`config.mk`:
```
export PLATFORM = sky130hd
export DESIGN_NAME = per_token_slice_copy_descriptors_unit_flat
export DESIGN_NICKNAME = d
export VERILOG_FILES = /design/src/rtl/tsc_pkg.sv /design/src/rtl/tsc_if.sv /design/src/rtl/tsc_div.sv /design/src/rtl/tsc_dp.sv /design/src/rtl/tsc_ctrl.sv /design/src/rtl/per_token_slice_copy_descriptors_unit.sv /design/src/flat_wrapper.sv
export SDC_FILE = /design/constraint.sdc
export NUM_CORES = 2
export LEC_CHECK = 0
export ABC_AREA = 1
export BUFFER_PORTS_ARGS = -buffer_cell sky130_fd_sc_hd__buf_2
export CAP_MARGIN = 20
export CORE_MARGIN = 1.5
export CORE_UTILIZATION = 50
export CTS_BUF_LIST = sky130_fd_sc_hd__clkbuf_4
export DETAILED_ROUTE_END_ITERATION = 6
export GPL_ROUTABILITY_DRIVEN = 0
export GPL_TIMING_DRIVEN = 0
export PLACE_DENSITY = 0.72
export SETUP_SLACK_MARGIN = 0.5
export SYNTH_ARGS = -nofsm -noshare
export SYNTH_HDL_FRONTEND = slang
export SYNTH_SLANG_ARGS = --single-unit
```
`constraint.sdc`:
```
create_clock -name clk_i -period 23.5 [get_ports clk_i]
set_clock_uncertainty 0.2 [all_clocks]
set_input_delay 4.7 -clock clk_i [delete_from_list [all_inputs] [get_ports clk_i]]
set_output_delay 4.7 -clock clk_i [all_outputs]
set_load 0.1 [all_outputs]
```
`src/rtl/tsc_pkg.sv`:
```
// Shared types and constants for the per-token slice copy descriptor unit.
// Used by every RTL file of the block; depends on nothing.
package tsc_pkg;

  // Block geometry and offset range
  localparam int unsigned MaxTokensPerBlock = 64;
  localparam int unsigned OffsetWidth       = 48;

  // Field widths fixed by the interface
  localparam int unsigned TokW   = 32;  // token positions, counts, block numbers
  localparam int unsigned BytesW = 20;  // per-token byte sizes, slice length
  localparam int unsigned TpbW   = 7;   // tokens_per_block register
  localparam int unsigned GrpW   = 8;   // group_offset register
  localparam int unsigned ModeW  = 2;
  localparam int unsigned OutW   = 48;  // descriptor offsets, capacities
  localparam int unsigned CfgW   = 48;  // widest register
  localparam int unsigned CfgIdxW = 3;

  // Token index inside a block, 0..MaxTokensPerBlock
  localparam int unsigned CntW = $clog2(MaxTokensPerBlock + 1);

  // Shared multiplier operands (32 x 27) and accumulator width
  localparam int unsigned MulAW = TokW;
  localparam int unsigned MulBW = BytesW + CntW;
  localparam int unsigned AccW  = TokW + BytesW + CntW + 1;
  localparam int unsigned SumW  = AccW + 1;

  // Largest offset that fits in OffsetWidth bits
  localparam logic [SumW-1:0] OffMask = (OffsetWidth >= SumW) ? {SumW{1'b1}} :
                                        SumW'((65'd1 << OffsetWidth) - 65'd1);

  // Divider step counter
  localparam int unsigned DivStepW = $clog2(TokW);

  // Mode register bits
  localparam int unsigned ModeSwapBit = 0;
  localparam int unsigned ModeHalfBit = 1;

  typedef enum logic {
    ReqStart = 1'b0,
    ReqBlock = 1'b1
  } req_type_e;

  typedef enum logic [CfgIdxW-1:0] {
    CfgSrcTokenBytes  = 3'd0,
    CfgSrcSliceBytes  = 3'd1,
    CfgDstTokenBytes  = 3'd2,
    CfgTokensPerBlock = 3'd3,
    CfgGroupOffset    = 3'd4,
    CfgMode           = 3'd5,
    CfgSrcCapacity    = 3'd6,
    CfgDstCapacity    = 3'd7
  } cfg_reg_e;

  typedef enum logic [3:0] {
    S_IDLE,
    S_CHECK,
    S_DIV,
    S_MATCH,
    S_SRC_A,
    S_SRC_B,
    S_DST_A,
    S_DST_B,
    S_SOFF,
    S_DOFF,
    S_GRP,
    S_FIN,
    S_EMIT
  } state_e;

  // One step of the shared multiplier sequence
  typedef enum logic [3:0] {
    MS_NONE,
    MS_SRC_A,   // src token bytes * tokens per block
    MS_SRC_B,   // * src block number
    MS_DST_A,   // keep src base, dst token bytes * tokens per block
    MS_DST_B,   // * dst block number
    MS_SOFF,    // keep dst base, first token * src token bytes
    MS_DOFF,    // add to src, first token * dst token bytes
    MS_GRP,     // add to dst, group offset * slice
    MS_FIN      // add to dst, latch descriptor count
  } mul_step_e;

  typedef struct packed {
    logic      load_start;
    logic      load_block;
    logic      div_start;
    mul_step_e step;
    logic      emit;
  } cmd_t;

  typedef struct packed {
    logic rem_zero;
    logic div_ok;
    logic div_done;
    logic idx_match;
    logic out_free;
    logic last_beat;
  } status_t;

endpackage

```
`src/rtl/tsc_if.sv`:
```
// Valid/ready channel interfaces: request items in, copy descriptors out.
// Field widths come from tsc_pkg.
interface tsc_req_if;
  logic                     valid;
  logic                     ready;
  logic                     req_type;
  logic [tsc_pkg::TokW-1:0] start_token;
  logic [tsc_pkg::TokW-1:0] token_count;
  logic [tsc_pkg::TokW-1:0] block_index;
  logic [tsc_pkg::TokW-1:0] src_block_number;
  logic [tsc_pkg::TokW-1:0] dst_block_number;

  modport source (
    output valid, req_type, start_token, token_count, block_index,
           src_block_number, dst_block_number,
    input  ready
  );
  modport sink (
    input  valid, req_type, start_token, token_count, block_index,
           src_block_number, dst_block_number,
    output ready
  );
endinterface

interface tsc_desc_if;
  logic                       valid;
  logic                       ready;
  logic [tsc_pkg::OutW-1:0]   copy_src_offset;
  logic [tsc_pkg::OutW-1:0]   copy_dst_offset;
  logic [tsc_pkg::BytesW-1:0] copy_length;
  logic                       out_of_bounds;
  logic                       last;

  modport source (
    output valid, copy_src_offset, copy_dst_offset, copy_length, out_of_bounds, last,
    input  ready
  );
  modport sink (
    input  valid, copy_src_offset, copy_dst_offset, copy_length, out_of_bounds, last,
    output ready
  );
endinterface

```
`src/rtl/tsc_div.sv`:
```
// Restoring divider, one quotient bit per cycle: token position / tokens per block.
// Depends on tsc_pkg.
module tsc_div (
  input  logic                     clk_i,
  input  logic                     rst_ni,
  input  logic                     start_i,
  input  logic [tsc_pkg::TokW-1:0] dividend_i,
  input  logic [tsc_pkg::CntW-1:0] divisor_i,
  output logic [tsc_pkg::TokW-1:0] quotient_o,
  output logic [tsc_pkg::CntW-1:0] remainder_o,
  output logic                     done_o
);

  logic                         busy_q;
  logic                         done_q;
  logic [tsc_pkg::DivStepW-1:0] step_q;
  logic [tsc_pkg::TokW-1:0]     dvd_q;
  logic [tsc_pkg::CntW-1:0]     rem_q;
  logic [tsc_pkg::CntW:0]       trial;
  logic                         ge;

  // Shift in the next dividend bit and try a subtract
  assign trial = {rem_q, dvd_q[tsc_pkg::TokW-1]};
  assign ge    = (trial >= {1'b0, divisor_i});

  always_ff @(posedge clk_i or negedge rst_ni) begin
    if (!rst_ni) begin
      busy_q <= 1'b0;
      done_q <= 1'b0;
      step_q <= '0;
    end else begin
      done_q <= 1'b0;
      if (start_i) begin
        busy_q <= 1'b1;
        step_q <= '0;
      end else if (busy_q) begin
        step_q <= step_q + 1'b1;
        if (step_q == '1) begin
          busy_q <= 1'b0;
          done_q <= 1'b1;
        end
      end
    end
  end

  // Quotient bits replace dividend bits as they shift out
  always_ff @(posedge clk_i) begin
    if (start_i) begin
      dvd_q <= dividend_i;
      rem_q <= '0;
    end else if (busy_q) begin
      dvd_q <= {dvd_q[tsc_pkg::TokW-2:0], ge};
      rem_q <= ge ? tsc_pkg::CntW'(trial - {1'b0, divisor_i})
                  : tsc_pkg::CntW'(trial);
    end
  end

  assign quotient_o  = dvd_q;
  assign remainder_o = rem_q;
  assign done_o      = done_q;

  // Done is a single-cycle pulse at the end of a pass
  a_done_pulse: assert property (@(posedge clk_i) disable iff (!rst_ni)
    done_q |=> !done_q)
    else $error("divider done held for more than one cycle");

endmodule

```
`src/rtl/tsc_dp.sv`:
```
// Datapath: configuration registers, request state, shared multiplier,
// offset accumulators, bounds check and descriptor output register.
// Depends on tsc_pkg and tsc_div.
module tsc_dp (
  input  logic                        clk_i,
  input  logic                        rst_ni,
  input  logic                        cfg_we_i,
  input  logic [tsc_pkg::CfgIdxW-1:0] cfg_idx_i,
  input  logic [tsc_pkg::CfgW-1:0]    cfg_data_i,
  input  logic [tsc_pkg::TokW-1:0]    start_token_i,
  input  logic [tsc_pkg::TokW-1:0]    token_count_i,
  input  logic [tsc_pkg::TokW-1:0]    block_index_i,
  input  logic [tsc_pkg::TokW-1:0]    src_block_number_i,
  input  logic [tsc_pkg::TokW-1:0]    dst_block_number_i,
  input  tsc_pkg::cmd_t               cmd_i,
  output tsc_pkg::status_t            status_o,
  input  logic                        desc_ready_i,
  output logic                        desc_valid_o,
  output logic [tsc_pkg::OutW-1:0]    copy_src_offset_o,
  output logic [tsc_pkg::OutW-1:0]    copy_dst_offset_o,
  output logic [tsc_pkg::BytesW-1:0]  copy_length_o,
  output logic                        out_of_bounds_o,
  output logic                        last_o
);

  // Configuration registers
  logic [tsc_pkg::BytesW-1:0] stb_q, ssb_q, dtb_q;
  logic [tsc_pkg::TpbW-1:0]   tpb_q;
  logic [tsc_pkg::GrpW-1:0]   grp_q;
  logic [tsc_pkg::ModeW-1:0]  mode_q;
  logic [tsc_pkg::OutW-1:0]   src_cap_q, dst_cap_q;

  // Request state and cached block split of the position
  logic [tsc_pkg::TokW-1:0] pos_q, rem_q, quo_q;
  logic [tsc_pkg::CntW-1:0] base_q;
  logic                     div_ok_q;

  // Captured block item
  logic [tsc_pkg::TokW-1:0] blk_idx_q, sbn_q, dbn_q;

  // Multiplier and accumulators
  logic [tsc_pkg::AccW-1:0]              p_q, sacc_q, dacc_q;
  logic [tsc_pkg::MulAW-1:0]             mul_a;
  logic [tsc_pkg::MulBW-1:0]             mul_b;
  logic [tsc_pkg::MulAW+tsc_pkg::MulBW-1:0] mul_full;

  // Descriptor counts
  logic [tsc_pkg::CntW-1:0] left_q, cnt_q, avail, count;
  logic                     full_q;
  logic [tsc_pkg::CntW-1:0] tpb_eff;
  logic [tsc_pkg::BytesW-1:0] slice;

  // Output register
  logic                       out_valid_q;
  logic [tsc_pkg::OutW-1:0]   out_src_q, out_dst_q;
  logic [tsc_pkg::BytesW-1:0] out_len_q;
  logic                       out_oob_q, out_last_q;

  // Emit path
  logic [tsc_pkg::AccW-1:0] so, dof;
  logic [tsc_pkg::SumW-1:0] se, de;
  logic                     oob;
  logic                     commit;
  logic [tsc_pkg::TokW:0]   pos_sum;

  // Divider outputs
  logic [tsc_pkg::TokW-1:0] div_quo;
  logic [tsc_pkg::CntW-1:0] div_rem;
  logic                     div_done;

  // Write configuration registers
  always_ff @(posedge clk_i or negedge rst_ni) begin
    if (!rst_ni) begin
      stb_q     <= tsc_pkg::BytesW'(1);
      ssb_q     <= tsc_pkg::BytesW'(1);
      dtb_q     <= tsc_pkg::BytesW'(1);
      tpb_q     <= tsc_pkg::TpbW'(16);
      grp_q     <= '0;
      mode_q    <= '0;
      src_cap_q <= '0;
      dst_cap_q <= '0;
    end else if (cfg_we_i) begin
      case (cfg_idx_i)
        tsc_pkg::CfgSrcTokenBytes:  stb_q     <= cfg_data_i[tsc_pkg::BytesW-1:0];
        tsc_pkg::CfgSrcSliceBytes:  ssb_q     <= cfg_data_i[tsc_pkg::BytesW-1:0];
        tsc_pkg::CfgDstTokenBytes:  dtb_q     <= cfg_data_i[tsc_pkg::BytesW-1:0];
        tsc_pkg::CfgTokensPerBlock: tpb_q     <= cfg_data_i[tsc_pkg::TpbW-1:0];
        tsc_pkg::CfgGroupOffset:    grp_q     <= cfg_data_i[tsc_pkg::GrpW-1:0];
        tsc_pkg::CfgMode:           mode_q    <= cfg_data_i[tsc_pkg::ModeW-1:0];
        tsc_pkg::CfgSrcCapacity:    src_cap_q <= cfg_data_i[tsc_pkg::OutW-1:0];
        tsc_pkg::CfgDstCapacity:    dst_cap_q <= cfg_data_i[tsc_pkg::OutW-1:0];
        default: ;
      endcase
    end
  end

  // Clamp block size into 1..MaxTokensPerBlock
  always_comb begin
    if (tpb_q == '0) begin
      tpb_eff = tsc_pkg::CntW'(1);
    end else if (tpb_q > tsc_pkg::TpbW'(tsc_pkg::MaxTokensPerBlock)) begin
      tpb_eff = tsc_pkg::CntW'(tsc_pkg::MaxTokensPerBlock);
    end else begin
      tpb_eff = tsc_pkg::CntW'(tpb_q);
    end
  end

  assign slice = mode_q[tsc_pkg::ModeHalfBit] ? {1'b0, ssb_q[tsc_pkg::BytesW-1:1]} : ssb_q;

  // Tokens left in this block, and descriptors for this item
  assign avail = tpb_eff - base_q;
  assign count = (rem_q < tsc_pkg::TokW'(avail)) ? tsc_pkg::CntW'(rem_q) : avail;

  tsc_div u_div (
    .clk_i       (clk_i),
    .rst_ni      (rst_ni),
    .start_i     (cmd_i.div_start),
    .dividend_i  (pos_q),
    .divisor_i   (tpb_eff),
    .quotient_o  (div_quo),
    .remainder_o (div_rem),
    .done_o      (div_done)
  );

  assign commit  = cmd_i.emit && (left_q == tsc_pkg::CntW'(1));
  assign pos_sum = {1'b0, pos_q} + (tsc_pkg::TokW + 1)'(cnt_q);

  // Track position, remaining tokens and the block split of the position
  always_ff @(posedge clk_i or negedge rst_ni) begin
    if (!rst_ni) begin
      pos_q    <= '0;
      rem_q    <= '0;
      quo_q    <= '0;
      base_q   <= '0;
      div_ok_q <= 1'b0;
    end else begin
      if (cmd_i.load_start) begin
        pos_q    <= start_token_i;
        rem_q    <= token_count_i;
        div_ok_q <= 1'b0;
      end else if (div_done) begin
        quo_q    <= div_quo;
        base_q   <= div_rem;
        div_ok_q <= 1'b1;
      end else if (commit) begin
        pos_q <= pos_sum[tsc_pkg::TokW-1:0];
        rem_q <= rem_q - tsc_pkg::TokW'(cnt_q);
        // A filled block moves on to the next one unless the position wrapped
        if (full_q && !pos_sum[tsc_pkg::TokW]) begin
          quo_q  <= quo_q + 1'b1;
          base_q <= '0;
        end else begin
          div_ok_q <= 1'b0;
        end
      end
      if (cfg_we_i && (cfg_idx_i == tsc_pkg::CfgTokensPerBlock)) begin
        div_ok_q <= 1'b0;
      end
    end
  end

  // Capture the block pair
  always_ff @(posedge clk_i) begin
    if (cmd_i.load_block) begin
      blk_idx_q <= block_index_i;
      sbn_q     <= src_block_number_i;
      dbn_q     <= dst_block_number_i;
    end
  end

  // Select shared multiplier operands
  always_comb begin
    mul_a = '0;
    mul_b = '0;
    case (cmd_i.step)
      tsc_pkg::MS_SRC_A: begin
        mul_a = tsc_pkg::MulAW'(stb_q);
        mul_b = tsc_pkg::MulBW'(tpb_eff);
      end
      tsc_pkg::MS_SRC_B: begin
        mul_a = sbn_q;
        mul_b = p_q[tsc_pkg::MulBW-1:0];
      end
      tsc_pkg::MS_DST_A: begin
        mul_a = tsc_pkg::MulAW'(dtb_q);
        mul_b = tsc_pkg::MulBW'(tpb_eff);
      end
      tsc_pkg::MS_DST_B: begin
        mul_a = dbn_q;
        mul_b = p_q[tsc_pkg::MulBW-1:0];
      end
      tsc_pkg::MS_SOFF: begin
        mul_a = tsc_pkg::MulAW'(base_q);
        mul_b = tsc_pkg::MulBW'(stb_q);
      end
      tsc_pkg::MS_DOFF: begin
        mul_a = tsc_pkg::MulAW'(base_q);
        mul_b = tsc_pkg::MulBW'(dtb_q);
      end
      tsc_pkg::MS_GRP: begin
        mul_a = tsc_pkg::MulAW'(grp_q);
        mul_b = tsc_pkg::MulBW'(slice);
      end
      default: ;
    endcase
  end

  assign mul_full = mul_a * mul_b;

  // Build the base offsets, then step one token per emitted beat
  always_ff @(posedge clk_i) begin
    p_q <= tsc_pkg::AccW'(mul_full);
    case (cmd_i.step)
      tsc_pkg::MS_DST_A: sacc_q <= p_q;
      tsc_pkg::MS_SOFF:  dacc_q <= p_q;
      tsc_pkg::MS_DOFF:  sacc_q <= sacc_q + p_q;
      tsc_pkg::MS_GRP:   dacc_q <= dacc_q + p_q;
      tsc_pkg::MS_FIN:   dacc_q <= dacc_q + p_q;
      default: begin
        if (cmd_i.emit) begin
          sacc_q <= sacc_q + tsc_pkg::AccW'(stb_q);
          dacc_q <= dacc_q + tsc_pkg::AccW'(dtb_q);
        end
      end
    endcase
  end

  // Latch descriptor count, count down beats
  always_ff @(posedge clk_i or negedge rst_ni) begin
    if (!rst_ni) begin
      left_q <= '0;
      cnt_q  <= '0;
      full_q <= 1'b0;
    end else if (cmd_i.step == tsc_pkg::MS_FIN) begin
      left_q <= count;
      cnt_q  <= count;
      full_q <= (count == avail);
    end else if (cmd_i.emit) begin
      left_q <= left_q - 1'b1;
    end
  end

  // Swap sides and check end offsets
  assign so  = mode_q[tsc_pkg::ModeSwapBit] ? dacc_q : sacc_q;
  assign dof = mode_q[tsc_pkg::ModeSwapBit] ? sacc_q : dacc_q;
  assign se  = {1'b0, so}  + tsc_pkg::SumW'(slice);
  assign de  = {1'b0, dof} + tsc_pkg::SumW'(slice);
  assign oob = (se > tsc_pkg::OffMask) || (de > tsc_pkg::OffMask) ||
               (se > tsc_pkg::SumW'(src_cap_q)) || (de > tsc_pkg::SumW'(dst_cap_q));

  // Output register: load on emit, drop when the beat is taken
  always_ff @(posedge clk_i or negedge rst_ni) begin
    if (!rst_ni) begin
      out_valid_q <= 1'b0;
    end else if (cmd_i.emit) begin
      out_valid_q <= 1'b1;
    end else if (desc_ready_i) begin
      out_valid_q <= 1'b0;
    end
  end

  always_ff @(posedge clk_i) begin
    if (cmd_i.emit) begin
      out_src_q  <= tsc_pkg::OutW'({1'b0, so} & tsc_pkg::OffMask);
      out_dst_q  <= tsc_pkg::OutW'({1'b0, dof} & tsc_pkg::OffMask);
      out_len_q  <= slice;
      out_oob_q  <= oob;
      out_last_q <= (left_q == tsc_pkg::CntW'(1));
    end
  end

  assign desc_valid_o      = out_valid_q;
  assign copy_src_offset_o = out_src_q;
  assign copy_dst_offset_o = out_dst_q;
  assign copy_length_o     = out_len_q;
  assign out_of_bounds_o   = out_oob_q;
  assign last_o            = out_last_q;

  assign status_o.rem_zero  = (rem_q == '0);
  assign status_o.div_ok    = div_ok_q;
  assign status_o.div_done  = div_done;
  assign status_o.idx_match = (blk_idx_q == quo_q);
  assign status_o.out_free  = !out_valid_q || desc_ready_i;
  assign status_o.last_beat = (left_q == tsc_pkg::CntW'(1));

  // A beat is loaded only into a free output register
  a_emit_free: assert property (@(posedge clk_i) disable iff (!rst_ni)
    cmd_i.emit |-> (!out_valid_q || desc_ready_i))
    else $error("descriptor loaded over an untaken beat");

  // Each beat comes from a nonzero descriptor count
  a_emit_left: assert property (@(posedge clk_i) disable iff (!rst_ni)
    cmd_i.emit |-> (left_q != '0))
    else $error("descriptor emitted with no count left");

  // The last beat takes exactly the item's count off the remaining tokens
  a_commit_rem: assert property (@(posedge clk_i) disable iff (!rst_ni)
    (commit && !cmd_i.load_start) |=> (rem_q == $past(rem_q) - tsc_pkg::TokW'($past(cnt_q))))
    else $error("remaining token count not advanced by item count");

endmodule

```
`src/rtl/tsc_ctrl.sv`:
```
// Controller: sequences request intake, the position divide, the offset setup
// steps and descriptor emission. Depends on tsc_pkg.
module tsc_ctrl (
  input  logic             clk_i,
  input  logic             rst_ni,
  input  logic             req_valid_i,
  input  logic             req_type_i,
  output logic             req_ready_o,
  input  tsc_pkg::status_t status_i,
  output tsc_pkg::cmd_t    cmd_o
);

  tsc_pkg::state_e state_q, state_d;

  always_ff @(posedge clk_i or negedge rst_ni) begin
    if (!rst_ni) begin
      state_q <= tsc_pkg::S_IDLE;
    end else begin
      state_q <= state_d;
    end
  end

  // Next state and datapath commands
  always_comb begin
    state_d     = state_q;
    req_ready_o = 1'b0;
    cmd_o       = '{load_start: 1'b0, load_block: 1'b0, div_start: 1'b0,
                    step: tsc_pkg::MS_NONE, emit: 1'b0};
    case (state_q)
      tsc_pkg::S_IDLE: begin
        req_ready_o = 1'b1;
        if (req_valid_i) begin
          if (req_type_i == tsc_pkg::ReqBlock) begin
            cmd_o.load_block = 1'b1;
            state_d          = tsc_pkg::S_CHECK;
          end else begin
            cmd_o.load_start = 1'b1;
          end
        end
      end
      tsc_pkg::S_CHECK: begin
        if (status_i.rem_zero) begin
          state_d = tsc_pkg::S_IDLE;
        end else if (status_i.div_ok) begin
          state_d = tsc_pkg::S_MATCH;
        end else begin
          cmd_o.div_start = 1'b1;
          state_d         = tsc_pkg::S_DIV;
        end
      end
      tsc_pkg::S_DIV: begin
        if (status_i.div_done) begin
          state_d = tsc_pkg::S_MATCH;
        end
      end
      tsc_pkg::S_MATCH: begin
        state_d = status_i.idx_match ? tsc_pkg::S_SRC_A : tsc_pkg::S_IDLE;
      end
      tsc_pkg::S_SRC_A: begin
        cmd_o.step = tsc_pkg::MS_SRC_A;
        state_d    = tsc_pkg::S_SRC_B;
      end
      tsc_pkg::S_SRC_B: begin
        cmd_o.step = tsc_pkg::MS_SRC_B;
        state_d    = tsc_pkg::S_DST_A;
      end
      tsc_pkg::S_DST_A: begin
        cmd_o.step = tsc_pkg::MS_DST_A;
        state_d    = tsc_pkg::S_DST_B;
      end
      tsc_pkg::S_DST_B: begin
        cmd_o.step = tsc_pkg::MS_DST_B;
        state_d    = tsc_pkg::S_SOFF;
      end
      tsc_pkg::S_SOFF: begin
        cmd_o.step = tsc_pkg::MS_SOFF;
        state_d    = tsc_pkg::S_DOFF;
      end
      tsc_pkg::S_DOFF: begin
        cmd_o.step = tsc_pkg::MS_DOFF;
        state_d    = tsc_pkg::S_GRP;
      end
      tsc_pkg::S_GRP: begin
        cmd_o.step = tsc_pkg::MS_GRP;
        state_d    = tsc_pkg::S_FIN;
      end
      tsc_pkg::S_FIN: begin
        cmd_o.step = tsc_pkg::MS_FIN;
        state_d    = tsc_pkg::S_EMIT;
      end
      tsc_pkg::S_EMIT: begin
        if (status_i.out_free) begin
          cmd_o.emit = 1'b1;
          if (status_i.last_beat) begin
            state_d = tsc_pkg::S_IDLE;
          end
        end
      end
      default: begin
        state_d = tsc_pkg::S_IDLE;
      end
    endcase
  end

  // A stalled output holds the sequencer in emission
  a_emit_hold: assert property (@(posedge clk_i) disable iff (!rst_ni)
    (state_q == tsc_pkg::S_EMIT && !status_i.out_free) |=> (state_q == tsc_pkg::S_EMIT))
    else $error("left emission while output was stalled");

endmodule

```
`src/rtl/per_token_slice_copy_descriptors_unit.sv`:
```
// Top level of the per-token slice copy descriptor unit.
// Depends on tsc_pkg, tsc_if, tsc_ctrl and tsc_dp.
//
// Usage:
//   req_i carries request items. A start item (req_type 0) loads the first
//   token position and token count in one beat and produces nothing. A
//   block-pair item (req_type 1) whose block_index is the block holding the
//   current position produces one descriptor per token on desc_o, up to the
//   end of that block or of the request; last marks its final beat. Other
//   block items produce nothing.
//   cfg_we_i/cfg_idx_i/cfg_data_i write the eight configuration registers;
//   write only while no item is in progress.
// Sequence:
//   A block item passes a check state, a divide of the position when its
//   block is not already known (after a start item or a change of
//   tokens_per_block), a match state and the setup steps on the shared
//   multiplier, then one descriptor per cycle while the output is not
//   stalled: up to tokens_per_block descriptors (at most 64), 16 by default.
//   Following block items of a request skip the divide.
// Reset clears the request state and returns registers to their defaults.
// A stalled receiver holds the output register and the emission sequence;
// the unit takes its next item while the final descriptor waits.
module per_token_slice_copy_descriptors_unit (
  input  logic                        clk_i,
  input  logic                        rst_ni,
  input  logic                        cfg_we_i,
  input  logic [tsc_pkg::CfgIdxW-1:0] cfg_idx_i,
  input  logic [tsc_pkg::CfgW-1:0]    cfg_data_i,
  tsc_req_if.sink                     req_i,
  tsc_desc_if.source                  desc_o
);

  tsc_pkg::cmd_t    cmd;
  tsc_pkg::status_t status;

  tsc_ctrl u_ctrl (
    .clk_i       (clk_i),
    .rst_ni      (rst_ni),
    .req_valid_i (req_i.valid),
    .req_type_i  (req_i.req_type),
    .req_ready_o (req_i.ready),
    .status_i    (status),
    .cmd_o       (cmd)
  );

  tsc_dp u_dp (
    .clk_i              (clk_i),
    .rst_ni             (rst_ni),
    .cfg_we_i           (cfg_we_i),
    .cfg_idx_i          (cfg_idx_i),
    .cfg_data_i         (cfg_data_i),
    .start_token_i      (req_i.start_token),
    .token_count_i      (req_i.token_count),
    .block_index_i      (req_i.block_index),
    .src_block_number_i (req_i.src_block_number),
    .dst_block_number_i (req_i.dst_block_number),
    .cmd_i              (cmd),
    .status_o           (status),
    .desc_ready_i       (desc_o.ready),
    .desc_valid_o       (desc_o.valid),
    .copy_src_offset_o  (desc_o.copy_src_offset),
    .copy_dst_offset_o  (desc_o.copy_dst_offset),
    .copy_length_o      (desc_o.copy_length),
    .out_of_bounds_o    (desc_o.out_of_bounds),
    .last_o             (desc_o.last)
  );

endmodule
```
`src/flat_wrapper.sv`:
```
// flat-port wrapper written by rule: the top's interface ports become plain ports
module per_token_slice_copy_descriptors_unit_flat 
  (clk_i, rst_ni, cfg_we_i, cfg_idx_i, cfg_data_i, req_i_valid, req_i_req_type, req_i_start_token, req_i_token_count, req_i_block_index, req_i_src_block_number, req_i_dst_block_number, req_i_ready, desc_o_valid, desc_o_copy_src_offset, desc_o_copy_dst_offset, desc_o_copy_length, desc_o_out_of_bounds, desc_o_last, desc_o_ready);
  tsc_req_if req_i_i ();
  tsc_desc_if desc_o_i ();
  input  logic clk_i;
  input  logic rst_ni;
  input  logic cfg_we_i;
  input  logic [tsc_pkg::CfgIdxW-1:0] cfg_idx_i;
  input  logic [tsc_pkg::CfgW-1:0] cfg_data_i;
  input wire logic [$bits(req_i_i.valid)-1:0] req_i_valid;
  input wire logic [$bits(req_i_i.req_type)-1:0] req_i_req_type;
  input wire logic [$bits(req_i_i.start_token)-1:0] req_i_start_token;
  input wire logic [$bits(req_i_i.token_count)-1:0] req_i_token_count;
  input wire logic [$bits(req_i_i.block_index)-1:0] req_i_block_index;
  input wire logic [$bits(req_i_i.src_block_number)-1:0] req_i_src_block_number;
  input wire logic [$bits(req_i_i.dst_block_number)-1:0] req_i_dst_block_number;
  output wire logic [$bits(req_i_i.ready)-1:0] req_i_ready;
  output wire logic [$bits(desc_o_i.valid)-1:0] desc_o_valid;
  output wire logic [$bits(desc_o_i.copy_src_offset)-1:0] desc_o_copy_src_offset;
  output wire logic [$bits(desc_o_i.copy_dst_offset)-1:0] desc_o_copy_dst_offset;
  output wire logic [$bits(desc_o_i.copy_length)-1:0] desc_o_copy_length;
  output wire logic [$bits(desc_o_i.out_of_bounds)-1:0] desc_o_out_of_bounds;
  output wire logic [$bits(desc_o_i.last)-1:0] desc_o_last;
  input wire logic [$bits(desc_o_i.ready)-1:0] desc_o_ready;
  assign req_i_i.valid = req_i_valid;
  assign req_i_i.req_type = req_i_req_type;
  assign req_i_i.start_token = req_i_start_token;
  assign req_i_i.token_count = req_i_token_count;
  assign req_i_i.block_index = req_i_block_index;
  assign req_i_i.src_block_number = req_i_src_block_number;
  assign req_i_i.dst_block_number = req_i_dst_block_number;
  assign req_i_ready = req_i_i.ready;
  assign desc_o_valid = desc_o_i.valid;
  assign desc_o_copy_src_offset = desc_o_i.copy_src_offset;
  assign desc_o_copy_dst_offset = desc_o_i.copy_dst_offset;
  assign desc_o_copy_length = desc_o_i.copy_length;
  assign desc_o_out_of_bounds = desc_o_i.out_of_bounds;
  assign desc_o_last = desc_o_i.last;
  assign desc_o_i.ready = desc_o_ready;
  per_token_slice_copy_descriptors_unit u_core (.clk_i(clk_i), .rst_ni(rst_ni), .cfg_we_i(cfg_we_i), .cfg_idx_i(cfg_idx_i), .cfg_data_i(cfg_data_i), .req_i(req_i_i), .desc_o(desc_o_i));
endmodule
```
# Word level (Yosys, flattened, before mapping)
# Cells that the tools add are included.
[totals]
word_cells = 202
regBits = 736
output_inout_bits = 120
[classes]
n_lt_le_gt_ge = 7
add_sub_neg = 13
muxes = 64
n_reduce_logical = 42
n_eq_ne = 38
n_mul = 1
n_bitwise = 3
[ops]
columns = ["cell", "n"]
rows = [
  ["$pmux 60 s3", 2],
  ["$mux 32", 11],
  ["$mux 60", 4],
  ["$pmux 32 s6", 1],
  ["$pmux 27 s5", 1],
  ["$add 60x20->61", 2],
  ["$gt 61x48->1", 2],
  ["$gt 61x48->1 const B", 2],
  ["$add 60x20->60", 2],
  ["$add 60x59->60", 2],
  ["$mux 7", 9],
  ["$mul 32x27->59", 1],
  ["$pmux 4 s13", 1],
  ["$add 32x7->33", 1],
  ["$add 32x1->32 const B", 1],
  ["$eq 32x32->1", 1],
  ["$eq 4x3->1 const B", 8],
  ["$logic_not 32->1", 1],
  ["$lt 32x7->1", 1],
  ["$pmux 4 s8", 1],
  ["$sub 32x7->32", 1],
  ["$eq 4x4->1 const B", 6],
  ["$mux 4", 6],
  ["$reduce_and 2->1", 12],
  ["other kinds (35)", 89],
]

# Longest topological paths before layout
[logic_depth]
depth_word = 9
mapped_depth = 43
ltp_nobuf = 41

# By module
# A second synthesis with hierarchy kept.
[hier_totals]
hier_cells = 10437
hier_area_um2 = 78469.0
[by_module_without_submodules]
columns = ["mod", "cells_per_inst", "seq_area_each_um2", "area_each_um2", "n_inst"]
rows = [
  ["tsc_dp", 10075, 18547.8, 75568.7, 1],
  ["tsc_div", 286, 1276.2, 2418.6, 1],
  ["tsc_ctrl", 76, 100.1, 481.7, 1],
]

# Least setup slack after synthesis
# Ideal clock, no wire load.
[synth_timing]
kind = "in2reg"
start = "input desc_o_ready"
end = "register u_core.u_dp.sacc_q[0] (netlist name), enable pin"
arrival_time_ns = 13.816
path_stages = 4
path_buffers = 0
path_slack_ns = 8.970
required_time_ns = 22.786
path_cell_list = "nor2_1 > nor2_1 > inv_1 > a31oi_1"
[synth_rtl]
columns = ["element", "line", "rtl"]
rows = [
  ["from (decl)", "flat_wrapper.sv:25", "input wire logic [$bits(desc_o_i.ready)-1:0] desc_o_ready;"],
  ["to (signal assigned)", "tsc_dp.sv:214", "tsc_pkg::MS_DST_A: sacc_q <= p_q;"],
  ["to (signal assigned)", "tsc_dp.sv:216", "tsc_pkg::MS_DOFF: sacc_q <= sacc_q + p_q;"],
  ["to (signal assigned)", "tsc_dp.sv:221", "sacc_q <= sacc_q + tsc_pkg::AccW'(stb_q);"],
  ["to (decl)", "tsc_dp.sv:42", "logic [tsc_pkg::AccW-1:0] p_q, sacc_q, dacc_q;"],
]

# Final worst setup path
[layout_timing]
start = "register u_core.u_ctrl.state_q[3]"
end = "register u_core.u_dp.p_q[49] (netlist name)"
[layout_via]
elab_chain_len = 6
elab_cells_between_ends = 22
cone_classes = "mul (1); eq/ne (15); mux (3); reduce/logical (3)"
[layout_rtl]
columns = ["element", "line", "rtl"]
rows = [
  ["from (decl)", "tsc_ctrl.sv:13", "tsc_pkg::state_e state_q, state_d;"],
  ["from (signal assigned)", "tsc_ctrl.sv:17", "state_q <= tsc_pkg::S_IDLE;"],
  ["from (signal assigned)", "tsc_ctrl.sv:19", "state_q <= state_d;"],
  ["$eq 4x4->1 / $eq 4x3->1 (equally long branches)", "tsc_ctrl.sv:29", "case (state_q)"],
  ["$pmux 4 s8 *", "tsc_ctrl.sv:29", ""],
  ["$eq 4x3->1 (tied with other cells)", "tsc_dp.sv:175", "case (cmd_i.step)"],
  ["$reduce_or 2->1 (no source line)", "n/a", ""],
  ["$pmux 32 s6 / $pmux 27 s5 (equally long branches)", "tsc_dp.sv:175", ""],
  ["$mul 32x27->59 *", "tsc_dp.sv:208", "assign mul_full = mul_a * mul_b;"],
  ["via u_core.u_dp.mul_full (one bit)", "tsc_dp.sv:45", "logic [tsc_pkg::MulAW+tsc_pkg::MulBW-1:0] mul_full;"],
  ["to (signal assigned)", "tsc_dp.sv:212", "p_q <= tsc_pkg::AccW'(mul_full);"],
  ["to (decl)", "tsc_dp.sv:42", ""],
]
# Mark *: on every way through the listed nets, which the timed path passes. The rest lies on a longest branch.
# A chain may end at the register's enable or synchronous reset.

==> out/results.tsv <==
stage	metric	value	unit
clock_network	post_cts_resize_count	0	
setup_path	cpMaxStageDelayCell	a22oi_1	
route	ant_nets	0	
layout	multiInputGateArea	49400	sq um
synthesis	synth-seq-area-share	0.255	
synthesis	synth_top_area_share	0.194	
power	p_clk_frac	0.264	
synthesis	synth_common_cells	nand2_1 (2579), inv_1 (1918), nor2_1 (987)	
synthesis	synth.most_common_cell	nand2_1	
power	internal_power	2.64	mW
layout	nets	12311	
sta	clock.fmax	94.5	MHz
die	fp.coreArea	155000	sq um
global_routing	track_usage	0.365	
layout	fill_cells	14400	
global_routing	antenna_found_initial	38	
status	outcome	finished, violations left	
die	die_x	398	um
power	power_frac_seq	0.383	
placed_design	portBuffers	336	
clock_network	cts_tree	yes	
route	first_iter_violations	8993	
setup_path	worstSetupEndpointType	flop	
sta	hold_viol	0	
clock_network	root_buffer	clkbuf_4	
die	ios	337	
power	leakage	42.2	nW
route	vias_per_cell	5.76	
die	initial_core_util	0.506	
sta	setup_tns	0	ns
sta	slew_headroom	-0.00959	
layout	drive_above_1_share	0.0938	
placed_design	placed_cells	12683	
die	row_count	144	
power	switching_share	0.404	
power	power.switching	1.79	mW
global_routing	grt_pass1_vias	73770	
placed_design	dp_hpwl	241000	um
sta	setup_viol	0	
route	drt_wl_total	289000	um
clock_network	cts_setup_buffers	0	
sta	worst_pin_slew	1.51	ns
power	power_frac_comb	0.353	
synthesis	synthesis.area	78200	sq um
sta	setup_ws	12.92	ns
synthesis	synth_edf_count	366	
setup_path	critPathMaxFanout	10	
sta	whs	0.289	ns
clock_network	clock_latency	1.26	ns
die	fp.dieH	398	um
synthesis	syn_inst	10263	
synthesis	synthArstFlopShare	0.413	
clock_network	clockBufferDepth	3	
layout	syn_to_final_growth	9.65	%
synthesis	ys_seq_elements	736	
global_routing	overflow	0	
global_routing	grt_pass1_wl	435000	um
status	failed_checks	design-rule violations, max-slew violations	
clock_network	htreeDepth	4	
layout	layout.cells.non_filler	13081	
sta	rsz0062_at_grt	false	
route	num_vias	75349	
synthesis	yosys-top-cells-area	fa_1 (19%), edfxtp_1 (14%), nand2_1 (12%)	
synthesis	ys_warn_count	0	
global_routing	grt_max_degree	120	
setup_path	cp-start-kind	flop	
setup_path	arrival	11.44	ns
sta	slew_viol_final	11	
setup_path	critical_path_buf_inv_count	13	
clock_network	numCtsBuffers	186	
synthesis	synth_largest_area_cell	fa_1	
hold_path	hp-class	reg -> reg	
power	vdd.ir_drop.worst	0.0482	mV
setup_path	worstSetupPathType	reg -> reg	
clock_network	numClockSinks	736	
route	drcViolationCount	92	
synthesis	syn_area_per_cell	7.62	sq um
setup_path	cp_slowest_stage_delay	1.14	ns
die	fp.dieArea	159000	sq um
job	max-cap-violations	0	
clock_network	clk_pin_slew_worst_paths	0.07	ns
synthesis	yosysUniqueCellTypes	65	
synthesis	synth_ff_type	edfxtp_1	
route	wire_per_inst	22.1	um
setup_path	crit_required	24.35	ns
clock_network	holdBufCountCts	0	
placed_design	preCtsSetupSlack	13.30	ns
power	power_density	51.8	nW/um^2
sta	period_needed	10.58	ns
layout	register_area	19900	sq um
setup_path	cp_top_family	adder cells	
sta	fin_crit_sh	0.450	
synthesis	synth_nets	11732	
route	drtPass1Iterations	7	
kinds of logic (layout without fill, tap and decap cells):
logic type | after synthesis | count (layout) | synth area share
buffers and inverters | 2268 | 3008 | 0.113
AND/OR/NAND/NOR | 4234 | 4234 | 0.220
adder cells (fa/ha/maj) | 1252 | 1252 | 0.273
AO/OA/AOI/OAI | 1466 | 1466 | 0.105
XOR/XNOR | 307 | 307 | 0.0344
other | 0 | 34 | 0
flip-flops | 736 | 736 | 0.255
power by group through the flow:
stage | clock network [mW] | registers [mW] | logic, mW
after global placement | 0 | 1.72 | 1.43
after floorplan | 0 | 1.67 | 1.02
after CTS | 1.18 | 1.69 | 1.50
after detailed placement | 0 | 1.72 | 1.50
after global routing | 1.25 | 1.71 | 1.71
final | 1.17 | 1.70 | 1.57
routing by layer:
layer  track usage  share of wire
met1         0.454           0.36
met2         0.539           0.42
met3         0.119           0.14
met4         0.247          0.079
met5       0.00121        0.00069
final timing paths:
kind | slack, ns | cells after the start | to | from
max in group asynchronous | 18.19 | 3 | u_core.u_dp.left_q[1]$_DFFE_PN0P_ | rst_ni
min in group asynchronous | 3.28 | 1 | u_core.u_dp.dst_cap_q[36]$_DFFE_PN0P_ | rst_ni
max | 12.92 | 40 | u_core.u_dp.p_q[49]$_DFF_P_ | u_core.u_ctrl.state_q[3]$_DFFE_PN0P_
max reg2reg | 12.92 | 40 | u_core.u_dp.p_q[49]$_DFF_P_ | u_core.u_ctrl.state_q[3]$_DFFE_PN0P_
min reg2reg | 0.29 | 2 | u_core.u_dp.src_cap_q[13]$_DFFE_PN0P_ | u_core.u_dp.src_cap_q[13]$_DFFE_PN0P_
min | 0.29 | 2 | u_core.u_dp.src_cap_q[13]$_DFFE_PN0P_ | u_core.u_dp.src_cap_q[13]$_DFFE_PN0P_
registers in the layout, summed over array words and instances, names as in the netlist, 48 cells and up:
| register | count |
|---|---|
| u_core.u_dp.dacc_q | 60 |
| u_core.u_dp.copy_src_offset_o | 48 |
| u_core.u_dp.sacc_q | 60 |
| u_core.u_dp.p_q | 59 |
| u_core.u_dp.copy_dst_offset_o | 48 |
| u_core.u_dp.src_cap_q | 48 |
| u_core.u_dp.dst_cap_q | 48 |
cell type report:
cell class / instances / share of cell area
multi-input cells: 7259 / 0.577
flip-flops and latches: 736 / 0.232
inverters: 1956 / 0.0857
well taps: 2044 / 0.0298
repair buffers: 391 / 0.0272
clock buffers: 284 / 0.0249
plain buffers: 312 / 0.0177
clock inverters: 65 / 0.00458
diodes: 34 / 0.000993
placed cells by master, fill, tap and decap left out, types with 142 or more instances in the layout:
cell type	count
nand2_1	2579
inv_1	1918
nor2_1	986
fa_1	757
o21ai_0	728
ha_1	495
buf_2	474
a21oi_1	367
edfxtp_1	366
nand3_1	314
dfrtp_1	300
clkbuf_4	289
xor2_1	203
clkbuf_1	142
worst register-to-register path, delay by kind of cell, from the launching register on:
kind,cells,cell delay (ns)
buffers and inverters,13,1.84
adder cells (fa/ha/maj),9,4.23
flip-flops,1,0.40
XOR/XNOR,1,0.16
AND/OR/NAND/NOR,13,1.50
AO/OA/AOI/OAI,4,2.10
stage by stage:
step | util | power, mW | area, sq um
global placement | 0.533 | 3.15 | 82400
global route | 0.554 | 4.68 | 85700
floorplan | - | 2.69 | 78200
finish | 0.554 | 4.44 | 85700
CTS | 0.553 | 4.37 | 85500
detailed placement | 0.537 | 3.21 | 83000
Note: power is estimated with default switching activity, not from simulation.
